==> config.mk <==
export PLATFORM = sky130hd
export DESIGN_NAME = cau_front
export DESIGN_NICKNAME = d
export VERILOG_FILES = /design/src/design/cau_pkg.sv /design/src/design/cau_front.sv
export SDC_FILE = /design/constraint.sdc
export NUM_CORES = 1
export LEC_CHECK = 0
export ABC_AREA = 1
export ABC_CLOCK_PERIOD_IN_PS = 12770
export BUFFER_PORTS_ARGS = -buffer_cell sky130_fd_sc_hd__buf_4
export CAP_MARGIN = 40
export CORE_MARGIN = 2
export CORE_UTILIZATION = 51
export CTS_BUF_LIST = sky130_fd_sc_hd__clkbuf_4 sky130_fd_sc_hd__clkbuf_8 sky130_fd_sc_hd__clkbuf_16
export DETAILED_ROUTE_END_ITERATION = 12
export PLACE_DENSITY = 0.83
export SYNTH_ARGS = -nofsm -noshare
export SYNTH_HDL_FRONTEND = slang
export SYNTH_SLANG_ARGS = --single-unit
==> constraint.sdc <==
create_clock -name clk -period 12.77 [get_ports clk]
set_input_delay 0 -clock clk [delete_from_list [all_inputs] [get_ports clk]]
set_output_delay 0 -clock clk [all_outputs]
set_load 0.02 [all_outputs]
==> src/design/cau_pkg.sv <==
`default_nettype none

package cau_pkg;

  localparam logic [2:0] KIND_ADD   = 3'd0;
  localparam logic [2:0] KIND_SUB   = 3'd1;
  localparam logic [2:0] KIND_MUL   = 3'd2;
  localparam logic [2:0] KIND_DIV   = 3'd3;
  localparam logic [2:0] KIND_CONJ  = 3'd4;
  localparam logic [2:0] KIND_NORM  = 3'd5;
  localparam logic [2:0] KIND_EQUAL = 3'd6;

  // quotient bits produced per divide
  localparam int DIV_QBITS = 34;

  typedef struct packed {
    logic [2:0]         kind;
    logic signed [31:0] a_real;
    logic signed [31:0] a_imag;
    logic signed [31:0] b_real;
    logic signed [31:0] b_imag;
  } req_t;

  typedef struct packed {
    logic signed [31:0] res_real;
    logic signed [31:0] res_imag;
    logic               equal_flag;
    logic               div_zero;
    logic               saturated;
  } res_t;

  typedef struct packed {
    logic        neg_r;
    logic        neg_i;
    logic [63:0] mag_r;
    logic [63:0] mag_i;
    logic [63:0] den;
  } div_cmd_t;

  typedef struct packed {
    logic [31:0] re;
    logic [31:0] im;
    logic        sat;
  } div_res_t;

  // {saturated, value} of a 33-bit signed sum clamped to 32 bits
  function automatic logic [32:0] sat33(input logic [32:0] v);
    if (v[32] != v[31]) begin
      return {1'b1, v[32] ? 32'h8000_0000 : 32'h7fff_ffff};
    end
    return {1'b0, v[31:0]};
  endfunction

  // {saturated, value} of a 65-bit signed value clamped to 32 bits
  function automatic logic [32:0] sat65(input logic [64:0] v);
    if (v[64:31] != {34{v[64]}}) begin
      return {1'b1, v[64] ? 32'h8000_0000 : 32'h7fff_ffff};
    end
    return {1'b0, v[31:0]};
  endfunction

endpackage

`default_nettype wire

==> src/design/cau_front.sv <==
`default_nettype none

module cau_front (
  input  wire              clk,
  input  wire              rst,
  input  wire              req_valid,
  output logic             req_ready,
  input  cau_pkg::req_t    req,
  output logic             head_valid,
  input  wire              head_pop,
  output cau_pkg::req_t    head
);

  cau_pkg::req_t fifo [2];
  logic          wptr;
  logic          rptr;
  logic [1:0]    count;
  logic          push;
  cau_pkg::req_t item;

  // norm reuses the a*b products with b replaced by a
  always_comb begin
    item = req;
    if (req.kind == cau_pkg::KIND_NORM) begin
      item.b_real = req.a_real;
      item.b_imag = req.a_imag;
    end
  end

  assign req_ready  = (count != 2'd2);
  assign push       = req_valid && req_ready;
  assign head_valid = (count != 2'd0);
  assign head       = fifo[rptr];

  always_ff @(posedge clk) begin
    if (push) begin
      fifo[wptr] <= item;
    end
  end

  always_ff @(posedge clk) begin
    if (rst) begin
      wptr  <= 1'b0;
      rptr  <= 1'b0;
      count <= 2'd0;
    end else begin
      if (push) begin
        wptr <= ~wptr;
      end
      if (head_pop) begin
        rptr <= ~rptr;
      end
      count <= count + {1'b0, push} - {1'b0, head_pop};
    end
  end

endmodule

`default_nettype wire

==> impl_metrics.env <==
export IMPL_p_clk_frac=0.343
export IMPL_core_um2=21000
export IMPL_dp_cells=1168
export IMPL_htree_levels=1
export IMPL_arrival_ps=3330
export IMPL_clock_path_buffers=3
export IMPL_relSlewSlack=0.418
export IMPL_power_frac_seq=0.465
export IMPL_syn_avg_cell_area_um2=16.9
export IMPL_drc_errors=0
export IMPL_p_sw_frac=0.245
export IMPL_max_cap_viol_count=0
export IMPL_die_width_um=150
export IMPL_required_ps=12910
export IMPL_wl_mm=26.2
export IMPL_start_util=0.519
export IMPL_p_per_area_nw_per_um2=150
export IMPL_hold_viol=0
export IMPL_clk_latency_ps=520
export IMPL_internal_power_w=0.00175
export IMPL_overflow=0
export IMPL_synth_area_um2=10900
export IMPL_numCtsBuffers=27
export IMPL_cp_start_kind="register"
export IMPL_ys_ff_latch=267
export IMPL_rsz0062_at_grt="false"
export IMPL_end_kind="register"
export IMPL_via_count=6925
export IMPL_p_leak_nw=6.39
export IMPL_slew_viol_final=0
export IMPL_route_detailed_wl_per_inst_um=19.4
export IMPL_critPathCapture="fifo[1][36]"
export IMPL_setup_viol=0
export IMPL_cp_startpoint="count[0]"
export IMPL_finalNonFillerCells=1352
export IMPL_layout_drive_gt1_share=0.419
export IMPL_syn_nets=782
export IMPL_synth_top_cell_area_share=0.721
export IMPL_portBuffers=267
export IMPL_p_sw_w=0.000567
export IMPL_min_period_over_period=0.250
export IMPL_status="completed"
export IMPL_ys_warn_count=0
export IMPL_dr_pass1_iters=5
export IMPL_drt_iter0_drc=317
export IMPL_reg2reg_to="fifo[1][36]"
export IMPL_crit_fanout=57
export IMPL_period_needed_ps=3190
export IMPL_postRouteAntennaNets=0
export IMPL_setup_tns_ps=0
export IMPL_final_nets=1194
export IMPL_ios=268
export IMPL_cts_tree="built"
export IMPL_gp_congestion=0.768
export IMPL_place_ws_ps=9650
export IMPL_die_area_um2=22600
export IMPL_yosysSeqAreaShare=0.730
export IMPL_grt_util_all_layers=0.227
export IMPL_synth_cells=646
export IMPL_antenna_found_initial=1
export IMPL_grt_pass1_wl_mm=39.1
export IMPL_num_rows=53
export IMPL_via_per_inst=5.12
export IMPL_skew_ps=12.8
export IMPL_worst_pin_slew_ps=873
export IMPL_cts_root_buf="clkbuf_16"
export IMPL_p_comb_frac=0.192
export IMPL_grt_pass1_vias=7413
export IMPL_rrSetupSlack_ps=9580
export IMPL_fmax_mhz=313
export IMPL_die_h_um=150
export IMPL_reg2reg_from="count[0]"
export IMPL_synth_distinct_cells=19
export IMPL_postCtsSetupBuffers=0
export IMPL_crit_type="register to register"
export IMPL_holdCritPathClass="input port to register"
export IMPL_reg2regPathDepth=6
export IMPL_place_detailed_hpwl_mm=14.2
export IMPL_peakVddDrop_mv=0.118
export IMPL_grt_max_degree=73
export IMPL_ctsResizeCount=0
export IMPL_hold_ws_ps=223
export IMPL_ys_top_cells_by_area="edfxtp_1 (72%), mux2_4 (12%), mux2_2 (4.2%)"
export IMPL_clock_sinks=267
export IMPL_synth_top_area_cell="edfxtp_1"
export IMPL_finalWorstSetupSlack_ps=9580
export IMPL_area_growth_pct=41.2
export IMPL_cts_clk_slew_worst_paths_ps=60
[power groups by stage]
| stage | clock (W) | sequential [W] | combinational (W) |
|---|---|---|---|
| floorplan | 0 | 0.00110 | 0.000244 |
| finish | 0.000793 | 0.00108 | 0.000444 |
| CTS | 0.000798 | 0.00108 | 0.000439 |
| global placement | 0 | 0.00109 | 0.000395 |
| global route | 0.000840 | 0.00108 | 0.000468 |
| detailed placement | 0 | 0.00109 | 0.000401 |
[synth_stat cells]
cell / number
nor2_1: 5
nand3b_1: 1
o21ai_0: 64
nand2_1: 72
nor3_1: 1
nand3_1: 1
buf_8: 1
buf_4: 1
a21oi_1: 2
xnor2_1: 2
buf_2: 7
clkbuf_1: 10
inv_1: 70
mux2_4: 90
ha_1: 1
buf_6: 10
dfxtp_1: 5
edfxtp_1: 262
mux2_2: 41
[worst min-delay path by stage]
stage | from | end | slack, ps | cells past startpoint
after floorplan | rst | count[1] | 70 | 1
after global placement | rst | register | 190 | 2
after detailed placement | rst | register | 190 | 2
after CTS | rst | count[1] | 190 | 3
after global routing | req[79] | fifo[1][79] | 200 | 2
final | req[69] | fifo[1][69] | 220 | 2
[final cells by class]
cell class                      instances  area [µm²]
Sequential cell                       267        7970
Multi-Input combinational cell        280        2490
Tap cell                              275         344
Antenna cell                            1        2.50
Clock inverter                         14         169
Timing Repair Buffer                  412        3450
Fill cell                            1183        5600
Clock buffer                           33         721
Inverter                               70         263
[critical path: stages (launching register included)]
cell and delay (ps):
dfxtp_1 330, inv_1 60, nand2_1 90, nand2_1 220
nor2_4 560, buf_4 740, buf_4 740
[placed cells by master, fill, tap and decap left out]
| master | count |
|---|---|
| buf_4 | 275 |
| edfxtp_1 | 262 |
| dlygate4sd3_1 | 136 |
| mux2_4 | 90 |
| nand2_1 | 72 |
| inv_1 | 70 |
| o21ai_0 | 64 |
| mux2_2 | 41 |
| clkbuf_16 | 27 |
| clkinv_1 | 6 |
| clkbuf_4 | 6 |
| bufinv_16 | 4 |
| dfxtp_1 | 4 |
| nor2_1 | 3 |
| xnor2_1 | 2 |
| nor2_4 | 2 |
| a21oi_1 | 2 |
| clkinv_2 | 2 |
| diode_2 | 1 |
| nand3b_1 | 1 |
| nor3_1 | 1 |
| nand3_1 | 1 |
| ha_1 | 1 |
| dfxtp_4 | 1 |
| inv_6 | 1 |
| clkinvlp_4 | 1 |
| buf_16 | 1 |
[state kept, by name, indices dropped and copies added, names as in the netlist, named ones only]
name   count
wptr       1
rptr       1
count      2
fifo     262
[layer usage]
layer / global-route usage / vias up / share of wire
met2: 0.430 / 280 / 0.55
met3: 0.0370 / 69 / 0.055
met1: 0.254 / 3411 / 0.36
met4: 0.0873 / 0 / 0.034
li1: - / 3165 / -
met5: 0 / - / 0
[per-stage QoR]
step           cell area, µm²  utilization  total power, W
3_5_place_dp            13200        0.626         0.00149
2_1_floorplan           10900            -         0.00134
5_1_grt                 15400        0.733         0.00239
6_report                15400        0.733         0.00231
4_1_cts                 15400        0.733         0.00231
3_3_place_gp            13100        0.625         0.00148
[kinds of logic (layout without fill, tap and decap cells)]
kind of cell | Yosys count | count (layout) | synth area share
mux | 131 | 131 | 0.166
other cells | 0 | 1 | 0
simple gates | 80 | 80 | 0.0281
compound gates | 66 | 66 | 0.0303
flops | 267 | 267 | 0.730
fa+ha+maj | 1 | 1 | 0.00115
buf+inv | 99 | 529 | 0.0431
xor+xnor | 2 | 2 | 0.00160
[what timing repair did]
| item | in CTS | in global routing |
|---|---|---|
| hold buffers | 136 | 0 |
| setup endpoints to repair | 0 | 0 |
| hold endpoints to repair | 267 | 0 |
Note: power is estimated with default switching activity, not from simulation.
